[src/rtl/multi_queue_ring_fifo_macros.svh]
// Assertion macros shared by the multi-queue ring FIFO modules.
// No dependencies; included by the files that carry assertions.
`ifndef MULTI_QUEUE_RING_FIFO_MACROS_SVH
`define MULTI_QUEUE_RING_FIFO_MACROS_SVH

`ifndef SYNTH
// Check cons in the same cycle as ante.
`define MQRF_ASSERT_IMP(lbl, clk, rst, ante, cons, msg) \
  lbl: assert property (@(posedge clk) disable iff (rst) (ante) |-> (cons)) \
    else $error(msg);
// Check cons in the cycle after ante.
`define MQRF_ASSERT_NXT(lbl, clk, rst, ante, cons, msg) \
  lbl: assert property (@(posedge clk) disable iff (rst) (ante) |=> (cons)) \
    else $error(msg);
`else
`define MQRF_ASSERT_IMP(lbl, clk, rst, ante, cons, msg)
`define MQRF_ASSERT_NXT(lbl, clk, rst, ante, cons, msg)
`endif

`endif

[src/rtl/mqrf_pkg.sv]
// Package for the multi-queue ring FIFO: field widths, operation codes
// and the structs passed between the front and back parts. No dependencies.
`default_nettype none

package mqrf_pkg;

  localparam int MODE_W  = 2;
  localparam int QID_W   = 4;
  localparam int VALUE_W = 32;

  // Result queue between front and back
  localparam int QDEPTH = 4;
  localparam int QPTR_W = 2;
  localparam int QCNT_W = 3;

  typedef enum logic [MODE_W-1:0] {
    MODE_PUSH = 2'd0,
    MODE_POP  = 2'd1,
    MODE_PEEK = 2'd2,
    MODE_NONE = 2'd3
  } mqrf_mode_t;

  typedef struct packed {
    logic                      done_res;
    logic                      was_full;
    logic                      was_empty;
    logic signed [VALUE_W-1:0] head_value;
  } mqrf_res_t;

  // Free space in the result queue, as seen by the front
  typedef struct packed {
    logic one;
    logic two;
  } mqrf_room_t;

endpackage

`default_nettype wire

[src/rtl/mqrf_in_if.sv]
// Request channel of the multi-queue ring FIFO: valid/ready plus one item.
// Depends on mqrf_pkg.
`default_nettype none

interface mqrf_in_if import mqrf_pkg::*; ();
  logic                      valid;
  logic                      ready;
  logic [MODE_W-1:0]         mode;
  logic [QID_W-1:0]          queue_id;
  logic signed [VALUE_W-1:0] push_value;

  modport source (output valid, output mode, output queue_id, output push_value,
                  input ready);
  modport sink   (input valid, input mode, input queue_id, input push_value,
                  output ready);
endinterface

`default_nettype wire

[src/rtl/mqrf_out_if.sv]
// Result channel of the multi-queue ring FIFO: valid/ready plus one item.
// Depends on mqrf_pkg.
`default_nettype none

interface mqrf_out_if import mqrf_pkg::*; ();
  logic                      valid;
  logic                      ready;
  logic                      done_res;
  logic                      was_full;
  logic                      was_empty;
  logic signed [VALUE_W-1:0] head_value;

  modport source (output valid, output done_res, output was_full, output was_empty,
                  output head_value, input ready);
  modport sink   (input valid, input done_res, input was_full, input was_empty,
                  input head_value, output ready);
endinterface

`default_nettype wire

[src/rtl/mqrf_ram.sv]
// Generic simple dual-port RAM: one write port, one read port with
// registered read data. No dependencies.
`default_nettype none

module mqrf_ram #(
  parameter int WIDTH = 32,
  parameter int DEPTH = 128
) (
  input  logic                                    clk,
  input  logic                                    we,
  input  logic [((DEPTH > 1) ? $clog2(DEPTH) : 1)-1:0] waddr,
  input  logic [WIDTH-1:0]                        wdata,
  input  logic                                    re,
  input  logic [((DEPTH > 1) ? $clog2(DEPTH) : 1)-1:0] raddr,
  output logic [WIDTH-1:0]                        rdata
);

  logic [WIDTH-1:0] mem [DEPTH];

  // Write port
  always_ff @(posedge clk) begin
    if (we) begin
      mem[waddr] <= wdata;
    end
  end

  // Registered read port
  always_ff @(posedge clk) begin
    if (re) begin
      rdata <= mem[raddr];
    end
  end

endmodule

`default_nettype wire

[src/rtl/mqrf_front.sv]
// Front part: accepts items, classifies them against the per-queue
// pointers, updates pointers and drives the element store.
// Depends on mqrf_pkg, mqrf_in_if, mqrf_ram and the assertion macros.
`default_nettype none
`include "multi_queue_ring_fifo_macros.svh"

module mqrf_front import mqrf_pkg::*; #(
  parameter int QUEUE_COUNT = 8,
  parameter int QUEUE_SLOTS = 16,
  parameter int DATA_WIDTH  = 32
) (
  input  logic       clk,
  input  logic       rst,
  mqrf_in_if.sink    req,
  input  mqrf_room_t room,
  output logic       res_valid,
  output mqrf_res_t  res
);

  localparam int QW     = (QUEUE_COUNT > 1) ? $clog2(QUEUE_COUNT) : 1;
  localparam int PW     = $clog2(QUEUE_SLOTS);
  localparam int FW     = $clog2(QUEUE_SLOTS + 1);
  localparam int DEPTH  = QUEUE_COUNT * QUEUE_SLOTS;
  localparam int AW     = (DEPTH > 1) ? $clog2(DEPTH) : 1;
  localparam int KEEP_W = (DATA_WIDTH < VALUE_W) ? DATA_WIDTH : VALUE_W;
  localparam logic [PW-1:0]    LAST_SLOT = PW'(QUEUE_SLOTS - 1);
  localparam logic [FW-1:0]    FILL_MAX  = FW'(QUEUE_SLOTS);
  localparam logic [QID_W:0]   QCOUNT_V  = (QID_W + 1)'(QUEUE_COUNT);

  // Per-queue pointers and count of slots ever written
  logic [PW-1:0] front_ptr [QUEUE_COUNT];
  logic [PW-1:0] rear_ptr  [QUEUE_COUNT];
  logic [FW-1:0] fill      [QUEUE_COUNT];

  logic              accept;
  logic              id_ok;
  logic [QW-1:0]     qidx;
  logic [PW-1:0]     f;
  logic [PW-1:0]     r;
  logic [FW-1:0]     fl;
  logic [PW-1:0]     f_nxt;
  logic [PW-1:0]     r_nxt;
  logic              full;
  logic              empty;
  logic              done;
  logic              do_push;
  logic              do_pop;
  logic              do_peek;
  logic [AW-1:0]     base;
  logic              we;
  logic              re;
  logic [AW-1:0]     waddr;
  logic [AW-1:0]     raddr;
  logic [KEEP_W-1:0] wdata;
  logic [KEEP_W-1:0] rdata;

  // Stage after the store read
  logic s1_valid;
  logic s1_done;
  logic s1_full;
  logic s1_empty;
  logic s1_rd;

  function automatic logic [PW-1:0] slot_after(input logic [PW-1:0] p);
    return (p == LAST_SLOT) ? '0 : p + 1'b1;
  endfunction

  // Pushes fill slots 1, 2, ... and wrap to 0, so the count tells which hold data
  function automatic logic slot_written(input logic [PW-1:0] p, input logic [FW-1:0] n);
    return (p == '0) ? (n == FILL_MAX) : (FW'(p) <= n);
  endfunction

  // Accept only when the result queue can take this item and the one in flight
  assign req.ready = s1_valid ? room.two : room.one;
  assign accept    = req.valid && req.ready;

  // Look up the named queue
  assign id_ok = {1'b0, req.queue_id} < QCOUNT_V;
  assign qidx  = req.queue_id[QW-1:0];
  assign f     = front_ptr[qidx];
  assign r     = rear_ptr[qidx];
  assign fl    = fill[qidx];
  assign f_nxt = slot_after(f);
  assign r_nxt = slot_after(r);
  assign full  = id_ok && (r_nxt == f);
  assign empty = id_ok && (r == f);

  // Classify the operation
  always_comb begin
    do_push = 1'b0;
    do_pop  = 1'b0;
    do_peek = 1'b0;
    case (mqrf_mode_t'(req.mode))
      MODE_PUSH: do_push = id_ok && !full;
      MODE_POP:  do_pop  = id_ok && !empty;
      MODE_PEEK: do_peek = id_ok;
      default: begin
        do_push = 1'b0;
      end
    endcase
  end
  assign done = do_push || do_pop || do_peek;

  // Store access: write the new rear on push, read the slot after front on peek
  assign base  = AW'(int'(qidx) * QUEUE_SLOTS);
  assign we    = accept && do_push;
  assign re    = accept && do_peek;
  assign waddr = base + AW'(r_nxt);
  assign raddr = base + AW'(f_nxt);
  assign wdata = req.push_value[KEEP_W-1:0];

  mqrf_ram #(
    .WIDTH (KEEP_W),
    .DEPTH (DEPTH)
  ) u_store (
    .clk   (clk),
    .we    (we),
    .waddr (waddr),
    .wdata (wdata),
    .re    (re),
    .raddr (raddr),
    .rdata (rdata)
  );

  // Advance pointers and capture the classification
  always_ff @(posedge clk) begin
    if (rst) begin
      for (int i = 0; i < QUEUE_COUNT; i++) begin
        front_ptr[i] <= '0;
        rear_ptr[i]  <= '0;
        fill[i]      <= '0;
      end
      s1_valid <= 1'b0;
    end else begin
      s1_valid <= accept;
      if (accept && do_push) begin
        rear_ptr[qidx] <= r_nxt;
        fill[qidx]     <= (fl == FILL_MAX) ? fl : fl + 1'b1;
      end
      if (accept && do_pop) begin
        front_ptr[qidx] <= f_nxt;
      end
    end
  end

  // Result flags travel with the store read
  always_ff @(posedge clk) begin
    if (accept) begin
      s1_done  <= done;
      s1_full  <= full;
      s1_empty <= empty;
      s1_rd    <= do_peek && slot_written(f_nxt, fl);
    end
  end

  // Form the result; a slot never written reads as zero
  assign res_valid      = s1_valid;
  assign res.done_res   = s1_done;
  assign res.was_full   = s1_full;
  assign res.was_empty  = s1_empty;
  assign res.head_value = s1_rd ? VALUE_W'(rdata) : '0;

  `MQRF_ASSERT_NXT(a_accept_gives_result, clk, rst, accept, res_valid, "accepted item produced no result")
  `MQRF_ASSERT_IMP(a_not_full_and_empty, clk, rst, res_valid, !(res.was_full && res.was_empty), "queue reported full and empty")
  `MQRF_ASSERT_IMP(a_head_needs_done, clk, rst, res_valid && (res.head_value != '0), res.done_res, "head value on operation not done")

endmodule

`default_nettype wire

[src/rtl/mqrf_back.sv]
// Back part: short result queue that decouples the front from the
// receiver and drives the result channel. Depends on mqrf_pkg, mqrf_out_if and the assertion macros.
`default_nettype none
`include "multi_queue_ring_fifo_macros.svh"

module mqrf_back import mqrf_pkg::*; (
  input  logic       clk,
  input  logic       rst,
  input  logic       res_valid,
  input  mqrf_res_t  res,
  output mqrf_room_t room,
  mqrf_out_if.source rsp
);

  mqrf_res_t         slots [QDEPTH];
  logic [QPTR_W-1:0] wr_ptr;
  logic [QPTR_W-1:0] rd_ptr;
  logic [QCNT_W-1:0] count;
  logic              push;
  logic              pop;

  assign push = res_valid;
  assign pop  = rsp.valid && rsp.ready;

  // Report space to the front
  assign room.one = count <= QCNT_W'(QDEPTH - 1);
  assign room.two = count <= QCNT_W'(QDEPTH - 2);

  // Hold results in order
  always_ff @(posedge clk) begin
    if (push) begin
      slots[wr_ptr] <= res;
    end
  end

  always_ff @(posedge clk) begin
    if (rst) begin
      wr_ptr <= '0;
      rd_ptr <= '0;
      count  <= '0;
    end else begin
      if (push) begin
        wr_ptr <= wr_ptr + 1'b1;
      end
      if (pop) begin
        rd_ptr <= rd_ptr + 1'b1;
      end
      case ({push, pop})
        2'b10:   count <= count + 1'b1;
        2'b01:   count <= count - 1'b1;
        default: count <= count;
      endcase
    end
  end

  // Drive the oldest result
  assign rsp.valid      = count != '0;
  assign rsp.done_res   = slots[rd_ptr].done_res;
  assign rsp.was_full   = slots[rd_ptr].was_full;
  assign rsp.was_empty  = slots[rd_ptr].was_empty;
  assign rsp.head_value = slots[rd_ptr].head_value;

  `MQRF_ASSERT_IMP(a_no_overflow, clk, rst, push && !pop, count < QCNT_W'(QDEPTH), "result queue overflow")
  `MQRF_ASSERT_NXT(a_count_rises, clk, rst, push && !pop, count == $past(count) + 1'b1, "result count did not advance")

endmodule

`default_nettype wire

[src/rtl/multi_queue_ring_fifo.sv]
// Multi-queue ring FIFO: QUEUE_COUNT circular queues in one shared store.
// Channels: req carries one item (mode, queue_id, push_value); rsp carries
//   one result per item (done_res, was_full, was_empty, head_value).
// Path: an accepted item is registered with the store read in the front,
//   then held in the result queue in the back until the receiver takes it.
// Throughput: one item per cycle while req.ready is high; the per-queue pointer
//   read-modify-write and one store access (write on push, read on peek) share the accept cycle.
// Reset: all front/rear pointers clear; per-queue fill counts clear, so
//   slots never written read as zero with no clearing pass over the store.
// Receiver stall: results wait in a four-entry queue; req.ready drops when
//   that queue cannot take the item in flight plus a new one.
// Depends on mqrf_pkg, mqrf_in_if, mqrf_out_if, mqrf_front, mqrf_back.
`default_nettype none

module multi_queue_ring_fifo import mqrf_pkg::*; #(
  parameter int QUEUE_COUNT = 8,
  parameter int QUEUE_SLOTS = 16,
  parameter int DATA_WIDTH  = 32
) (
  input  logic       clk,
  input  logic       rst,
  mqrf_in_if.sink    req,
  mqrf_out_if.source rsp
);

  logic       res_valid;
  mqrf_res_t  res;
  mqrf_room_t room;

  mqrf_front #(
    .QUEUE_COUNT (QUEUE_COUNT),
    .QUEUE_SLOTS (QUEUE_SLOTS),
    .DATA_WIDTH  (DATA_WIDTH)
  ) u_front (
    .clk       (clk),
    .rst       (rst),
    .req       (req),
    .room      (room),
    .res_valid (res_valid),
    .res       (res)
  );

  mqrf_back u_back (
    .clk       (clk),
    .rst       (rst),
    .res_valid (res_valid),
    .res       (res),
    .room      (room),
    .rsp       (rsp)
  );

endmodule

`default_nettype wire
[src/flat_wrapper.sv]
// flat-port wrapper written by rule: the top's interface ports become plain ports
module multi_queue_ring_fifo_flat import mqrf_pkg::*;
#(
  parameter int QUEUE_COUNT = 8,
  parameter int QUEUE_SLOTS = 16,
  parameter int DATA_WIDTH  = 32
)
  (clk, rst, req_valid, req_mode, req_queue_id, req_push_value, req_ready, rsp_valid, rsp_done_res, rsp_was_full, rsp_was_empty, rsp_head_value, rsp_ready);
  mqrf_in_if req_i ();
  mqrf_out_if rsp_i ();
  input  logic clk;
  input  logic rst;
  input wire logic [$bits(req_i.valid)-1:0] req_valid;
  input wire logic [$bits(req_i.mode)-1:0] req_mode;
  input wire logic [$bits(req_i.queue_id)-1:0] req_queue_id;
  input wire logic [$bits(req_i.push_value)-1:0] req_push_value;
  output wire logic [$bits(req_i.ready)-1:0] req_ready;
  output wire logic [$bits(rsp_i.valid)-1:0] rsp_valid;
  output wire logic [$bits(rsp_i.done_res)-1:0] rsp_done_res;
  output wire logic [$bits(rsp_i.was_full)-1:0] rsp_was_full;
  output wire logic [$bits(rsp_i.was_empty)-1:0] rsp_was_empty;
  output wire logic [$bits(rsp_i.head_value)-1:0] rsp_head_value;
  input wire logic [$bits(rsp_i.ready)-1:0] rsp_ready;
  assign req_i.valid = req_valid;
  assign req_i.mode = req_mode;
  assign req_i.queue_id = req_queue_id;
  assign req_i.push_value = req_push_value;
  assign req_ready = req_i.ready;
  assign rsp_valid = rsp_i.valid;
  assign rsp_done_res = rsp_i.done_res;
  assign rsp_was_full = rsp_i.was_full;
  assign rsp_was_empty = rsp_i.was_empty;
  assign rsp_head_value = rsp_i.head_value;
  assign rsp_i.ready = rsp_ready;
  multi_queue_ring_fifo #(.QUEUE_COUNT(QUEUE_COUNT), .QUEUE_SLOTS(QUEUE_SLOTS), .DATA_WIDTH(DATA_WIDTH)) u_core (.clk(clk), .rst(rst), .req(req_i), .rsp(rsp_i));
endmodule
[config.mk]
export PLATFORM = sky130hd
export DESIGN_NAME = multi_queue_ring_fifo_flat
export DESIGN_NICKNAME = d
export VERILOG_FILES = /design/src/rtl/mqrf_pkg.sv /design/src/rtl/mqrf_in_if.sv /design/src/rtl/mqrf_out_if.sv /design/src/rtl/mqrf_ram.sv /design/src/rtl/mqrf_front.sv /design/src/rtl/mqrf_back.sv /design/src/rtl/multi_queue_ring_fifo.sv /design/src/flat_wrapper.sv
export VERILOG_INCLUDE_DIRS = /design/src /design/src/rtl
export SDC_FILE = /design/constraint.sdc
export NUM_CORES = 2
export LEC_CHECK = 0
export ABC_CLOCK_PERIOD_IN_PS = 6900
export BUFFER_PORTS_ARGS = -buffer_cell sky130_fd_sc_hd__buf_4
export CAP_MARGIN = 10
export CORE_UTILIZATION = 45
export CTS_CLUSTER_SIZE = 25
export DETAILED_ROUTE_END_ITERATION = 16
export MAX_ROUTING_LAYER = met4
export SYNTH_ARGS = -nofsm -noshare
export SYNTH_HDL_FRONTEND = slang
export SYNTH_MEMORY_MAX_BITS = 65536
export SYNTH_SLANG_ARGS = --single-unit
export TNS_END_PERCENT = 20
[constraint.sdc]
create_clock -name clk -period 6.9 [get_ports clk]
set_input_delay 0.345 -clock clk [delete_from_list [all_inputs] [get_ports clk]]
set_output_delay 0.345 -clock clk [all_outputs]
set_load 0.1 [all_outputs]
# Word-level counts from Yosys, hierarchy flattened
# Memories as Yosys holds them, arrays and structs flattened. A register that Yosys moved wholly into a read port is not among the register bits.
# Cells that the tools add are included.
# op_classes
add_sub_neg,9
magnitude_cmp,4
eq_ne,9
mux,32
n_reduce_logical,21
# ops
cell,count
two-way mux 32 bit,1
two-way mux 1 bit,19
two-way mux 4 bit,4
adder 7 x 4 -> 7 bit,2
logical AND 1 bit,10
two-way mux 5 bit,2
two-way mux 3 bit,3
adder 4 x 1 -> 4 bit (second input constant),2
equality test 4 bit,2
equality test 4 bit (second input constant),2
OR reduction 4 bit,2
<= comparator 3 x 2 -> 1 bit (second input constant),2
case mux 3 bit (2 select lines),1
adder 5 x 1 -> 5 bit (second input constant),1
equality test 5 bit (second input constant),1
<= comparator 4 x 5 -> 1 bit,1
OR reduction 5 bit,1
adder 2 x 1 -> 2 bit (second input constant),2
equality test 2 x 1 -> 1 bit (second input constant),2
equality test 2 bit (second input constant),2
logical NOT 4 bit,1
less-than comparator 4 bit (second input constant),1
two-way mux 2 bit,2
adder 3 x 1 -> 3 bit (second input constant),1
other kinds (6),8
# word_totals
regBits,12
ram_bits,4340
in_bits,42
out_inout_bits,37
elab_cells,88
n_memories,5
# mem_list
name,depth,width,rd,rd_ports_with_merged_regs,write_ports,line,rtl
u_core.u_front.u_store.mem,128,32,1,1,1,mqrf_ram.sv:18,logic [WIDTH-1:0] mem [DEPTH];
u_core.u_back.slots,4,35,1,1,1,mqrf_back.sv:15,mqrf_res_t slots [QDEPTH];
u_core.u_front.fill,8,5,1,0,8,mqrf_front.sv:33,logic [FW-1:0] fill [QUEUE_COUNT];
u_core.u_front.front_ptr,8,4,1,0,8,mqrf_front.sv:31,logic [PW-1:0] front_ptr [QUEUE_COUNT];
u_core.u_front.rear_ptr,8,4,1,0,8,mqrf_front.sv:32,logic [PW-1:0] rear_ptr [QUEUE_COUNT];

# Longest topological paths before layout
# An unclocked memory read counts as a cell.
# depth
depth_word,14
ltp_mapped,21
mapped_depth_nobuf,13

# Modules after synthesis
# Synthesis repeated with hierarchy kept, for this count alone.
# hier_totals
cells_unflattened,6717
hier_area_um2,168105.0
# modules_own_cells
module,instances,cells_each,area_per_inst_um2,seq_area_each_um2
mqrf_ram,1,5990,156596.4,123958.9
mqrf_front,1,495,5955.7,3263.1
mqrf_back,1,232,5552.8,4384.2

# Worst setup path after synthesis
# OpenSTA, ideal clock, no wires.
# synth_path
path_type,input to register
from,in req_queue_id[2]
to,"mem u_core.u_front.u_store.mem[13][0], enable pin"
setup_time_ns,0.421
arrival_time_ns,4.853
slack_ns,1.626
stages,14
n_path_buf,3
path_cell_list,buf_2 mux2_1 mux4_2 nor2_1 inv_1 ha_1 a311oi_2 xnor2_1 nor3_1 a311oi_2 buf_2 nand3_2 buf_2 nor2_1
# synth_between
elab_chain_len,11
elab_cells_between_ends,15
cone_classes,add/sub: 2; order compare: 1; eq/ne: 2; mux: 4; reduce/logical: 4; memory: 2
# synth_rtl
item,line,rtl
from (decl),flat_wrapper.sv:15,input wire logic [$bits(req_i.queue_id)-1:0] req_queue_id;
memory read (8 x 4 bit),--,
adder 4 x 1 -> 4 bit or equality test 4 bit (tied branches),mqrf_front.sv:65,return (p == LAST_SLOT) ? '0 : p + 1'b1;
two-way mux 4 bit,mqrf_front.sv:65,
equality test 4 bit,mqrf_front.sv:85,assign full = id_ok && (r_nxt == f);
logical AND 1 bit,mqrf_front.sv:85,
logical NOT 1 bit,mqrf_front.sv:94,MODE_PUSH: do_push = id_ok && !full;
logical AND 1 bit,mqrf_front.sv:94,
two-way mux 1 bit,mqrf_front.sv:93,case (mqrf_mode_t'(req.mode))
logical AND 1 bit,mqrf_front.sv:106,assign we = accept && do_push;
two-way mux 1 bit,mqrf_ram.sv:22,if (we) begin
two-way mux 1 bit (implied by the code),mqrf_ram.sv:23,mem[waddr] <= wdata;
to (decl),mqrf_ram.sv:18,
# Several ways; a longest one is shown, not always the timed one.

# Worst setup path after layout
# layout_path
from,mem u_core.u_front.front_ptr[0][1] in the netlist's numbering
to,"reg u_core.u_front.u_store.rdata[28], read port of u_core.u_front.u_store.mem, data pin"
# layout_between
elab_chain_len,4
elab_cells_between_ends,5
cone_classes,add/sub: 2; eq/ne: 1; mux: 1; memory: 1
# layout_rtl
item,line,rtl
from (decl),mqrf_front.sv:31,
memory read (8 x 4 bit) (*),--,
adder 4 x 1 -> 4 bit or equality test 4 bit (tied branches),mqrf_front.sv:65,
two-way mux 4 bit (*),mqrf_front.sv:65,
adder 7 x 4 -> 7 bit (*),mqrf_front.sv:109,assign raddr = base + AW'(f_nxt);
to (decl),mqrf_ram.sv:15,output logic [WIDTH-1:0] rdata
# Every way passes the cells marked *; elsewhere a longest branch is shown, timed or not.
# A chain may end at the register's enable or synchronous reset.

==> results.md <==
* Final core occ at 0.522
* Peak supply drop at 0.000279 V
* Syn Inst Count at 9,277
* Levels on crit path at 14
* Ports at 79
* Critical path's top delay family: compound AO/OA/AOI/OAI gates
* Worst R2R Start: u_core.u_front.front_ptr[0][1]
* Core area at 373,000 sq um
* Top FF cell, synth: edfxtp_1
* Total routed wirelength at 490,000 um
* Post-synth EDFFs at 4,376
* Tcrit/Tclk final at 0.891
* Clk_lat worst skew at 1010 ps
* Final ANT Viol Nets at 0
* Slew margin rel. at 0.124
* Peak fanout along the critical path at 49
* R2R cell count at 14
* Initial DRC Count at 12,000
* Highest clock rate at 163 MHz
* Worst Max-Slew Pin Slew at 1310 ps
* Hold_ws at 26.7 ps
* Initial antenna violation count at 55
* Largest net degree at the start of global routing at 97
* Drt wl/cell at 32.0 um
* Total grt overflow at 0
* Cell variety after synth at 61
* Final worst clock skew at 104 ps
* Post-Syn Nets at 9,333
* Vias in the first global route at 89,000
* Critical Path AT at 6880 ps
* Clk buf depth at 4
* Via density at 6.03
* Critical path cell sequence: mux2_2, a22o_1, nor3_1, inv_1, ha_1, a311o_2, buf_12, buf_12, buf_4, mux2i_1, o22ai_1, o21ai_0, nand4_1, or4_1
* MaxCap Viol Count at 0
* Hold Crit Class: in -> reg
* Largest stage delay on the critical path at 740 ps
* Post-CTS Setup Bufs at 0
* Avg Cell Area, Syn at 18.2 sq um
* Seq/Total Area, Yosys at 0.779
* Clk Tree Root Cell: clkbuf_16
* TritonCTS clock tree: yes
* Final HPWL DP at 292,000 um
* #FFs+latches synth at 4,386
* Ys async rst share at 0
* RSZ-0062 raised after global routing: false
* Element type at the critical path end: flop
* CP Data Required Time at 7630 ps
* # hold bufs at CTS at 34
* Status: completed
* Min Clock Period, post-route at 6150 ps
* Reg2reg end: u_core.u_front.u_store.rdata[28]
* First-pass GRT wire length at 682,000 um
* Hold endpoint: u_core.u_front.u_store.mem[59][21]
* Setup CP Type: reg -> reg
* Via count at 92,400
* Final nets at 9,954
* Worst Hold Path Cells at 1
* Gpl congestion at 0.904
* Residual DRC at 0
* Final Non-Filler Cells at 15,300
* H-tree depth at 5
* Layout cells sized above 1 at 0.149
* TritonCTS sink count at 4,386
* Reg2reg setup slack at 750 ps
* Final Hold Fails at 0
* Die ar. at 378,000 sq um
* Syn Std Cell Area at 169,000 sq um
* Power per cell area at 306 nW/um^2
* Critical path startpoint category: flop
* Finish-stage setup viols at 0
* Port buffer count at 78
* Post-cts sizing count at 0
* Most used cell, CP: buf_12
* Drt pass-1 iters at 7
* CTS buffer count at 440
* Hold Startpoint: req_push_value[21]
* Die W at 615 um
* Worst-path clk slew at 70 ps
* GRT Resource Usage Total at 0.260
* Slowest-stage cell, CP: a311o_2
* Initial core utilization at 0.453
* Site Rows at 224
* Placed cell count at 14,400
* Slew Limit Fails at 0
* Yosys warnings at 0
* Die extent in y at 615 um
* Leakage dissipation at 0.0631 uW
* Synthesis-to-finish area growth at 15.2%
* Bufs and invs on worst path at 4
* Setup TNS Final at 0 ps
cells in the mapped netlist (5+ instances only):
cell | count | area [sq um]
clkbuf_1 | 296 | 1110
xnor2_1 | 13 | 114
nand2_1 | 40 | 150
a21oi_1 | 7 | 35.0
nor2_1 | 245 | 920
nand3_1 | 8 | 40.0
or3_1 | 5 | 31.3
a22oi_1 | 16 | 120
buf_6 | 58 | 653
mux2_2 | 11 | 124
dfxtp_1 | 10 | 200
a21o_1 | 17 | 128
buf_4 | 28 | 210
nor2b_1 | 15 | 93.8
and3_1 | 6 | 37.5
edfxtp_1 | 4376 | 131000
nand4_1 | 134 | 838
and2_1 | 42 | 263
mux2i_1 | 2053 | 20500
buf_1 | 45 | 169
buf_2 | 134 | 671
or4_1 | 32 | 240
ha_1 | 13 | 163
nor3_1 | 14 | 70.1
a211oi_1 | 8 | 60.1
o21ai_0 | 515 | 2580
o22ai_1 | 1024 | 6410
nand2b_1 | 6 | 37.5
mux4_2 | 45 | 1010
inv_1 | 14 | 52.6
worst max-delay path by stage:
stage | to | start | slack [ps]
final | u_core.u_front.u_store.rdata[28] | u_core.u_front.front_ptr[0][1] | 750
after global routing | u_core.u_front.u_store.rdata[28] | u_core.u_front.front_ptr[0][1] | 710
after CTS | u_core.u_front.u_store.rdata[28] | u_core.u_front.front_ptr[4][1] | 800
after detailed placement | u_core.u_front.u_store.rdata[28] | req_queue_id[2] | 30
after global placement | u_core.u_front.u_store.rdata[28] | req_queue_id[2] | 180
after floorplan | u_core.u_front.u_store.mem[13][0] | req_queue_id[2] | 1630
power breakdown:
group | switching, uW | total [uW] | internal [uW]
clock network | 10100 | 23400 | 13300
logic | 4490 | 6680 | 2180
registers | 68.3 | 29500 | 29400
total | 14700 | 59600 | 44900
cells in the final DEF (no fill, tap or decap), drive strengths merged, types with 90 or more instances in the layout:
cell,instances
edfxtp,4376
mux2i,2053
o22ai,1024
buf,706
clkbuf,535
o21ai,517
nor2,245
clkinv,217
nand4,134
diode,90
logic make-up after synthesis:
family,after synthesis,synth area share
XOR/XNOR,17,0.000881
adder cells (fa/ha/maj),14,0.00108
AND/OR/NAND/NOR,563,0.0169
buffers and inverters,575,0.0170
AO/OA/AOI/OAI,1612,0.0565
flip-flops,4386,0.779
multiplexers,2110,0.128
final cells by class:
| cell class | instances | area, sq um |
|---|---|---|
| timing repair buffer | 740 | 6740 |
| fill | 29400 | 178000 |
| clock buffer | 535 | 11400 |
| antenna | 90 | 225 |
| clock inverter | 277 | 2700 |
| tap | 4972 | 6220 |
| multi-input combinational | 4316 | 35600 |
| sequential | 4386 | 132000 |
| inverter | 14 | 52.6 |
per-layer routing:
layer  routed length (um)  track usage  part of all wire
met2               229000        0.402              0.47
met5                    0            -                 0
met3                43900       0.0395             0.089
met4                17500       0.0883             0.036
met1               199000        0.356              0.41
through the flow:
stage          area (sq um)  total power [uW]  setup WS (ps)
2_1_floorplan        169000             34000           1630
3_3_place_gp         180000             36600            182
3_5_place_dp         180000             36700           28.7
4_1_cts              194000             59900            802
5_1_grt              195000             61200            710
6_report             195000             59600            750
state kept, by name, indices dropped and copies added (netlist names), named ones only:
register and flops:
u_core.u_front.u_store.mem 4096, u_core.u_front.s1_full 1, u_core.u_back.count 3, u_core.u_front.s1_empty 1, u_core.u_back.wr_ptr 2, u_core.u_front.rear_ptr 32, u_core.u_front.front_ptr 32, u_core.u_back.rd_ptr 2
u_core.u_front.fill 40, u_core.u_front.res_valid 1, u_core.u_front.u_store.rdata 32, u_core.u_back.slots 140, u_core.u_front.s1_rd 1, u_core.u_front.s1_done 1
(Power assumes the default switching activity.)
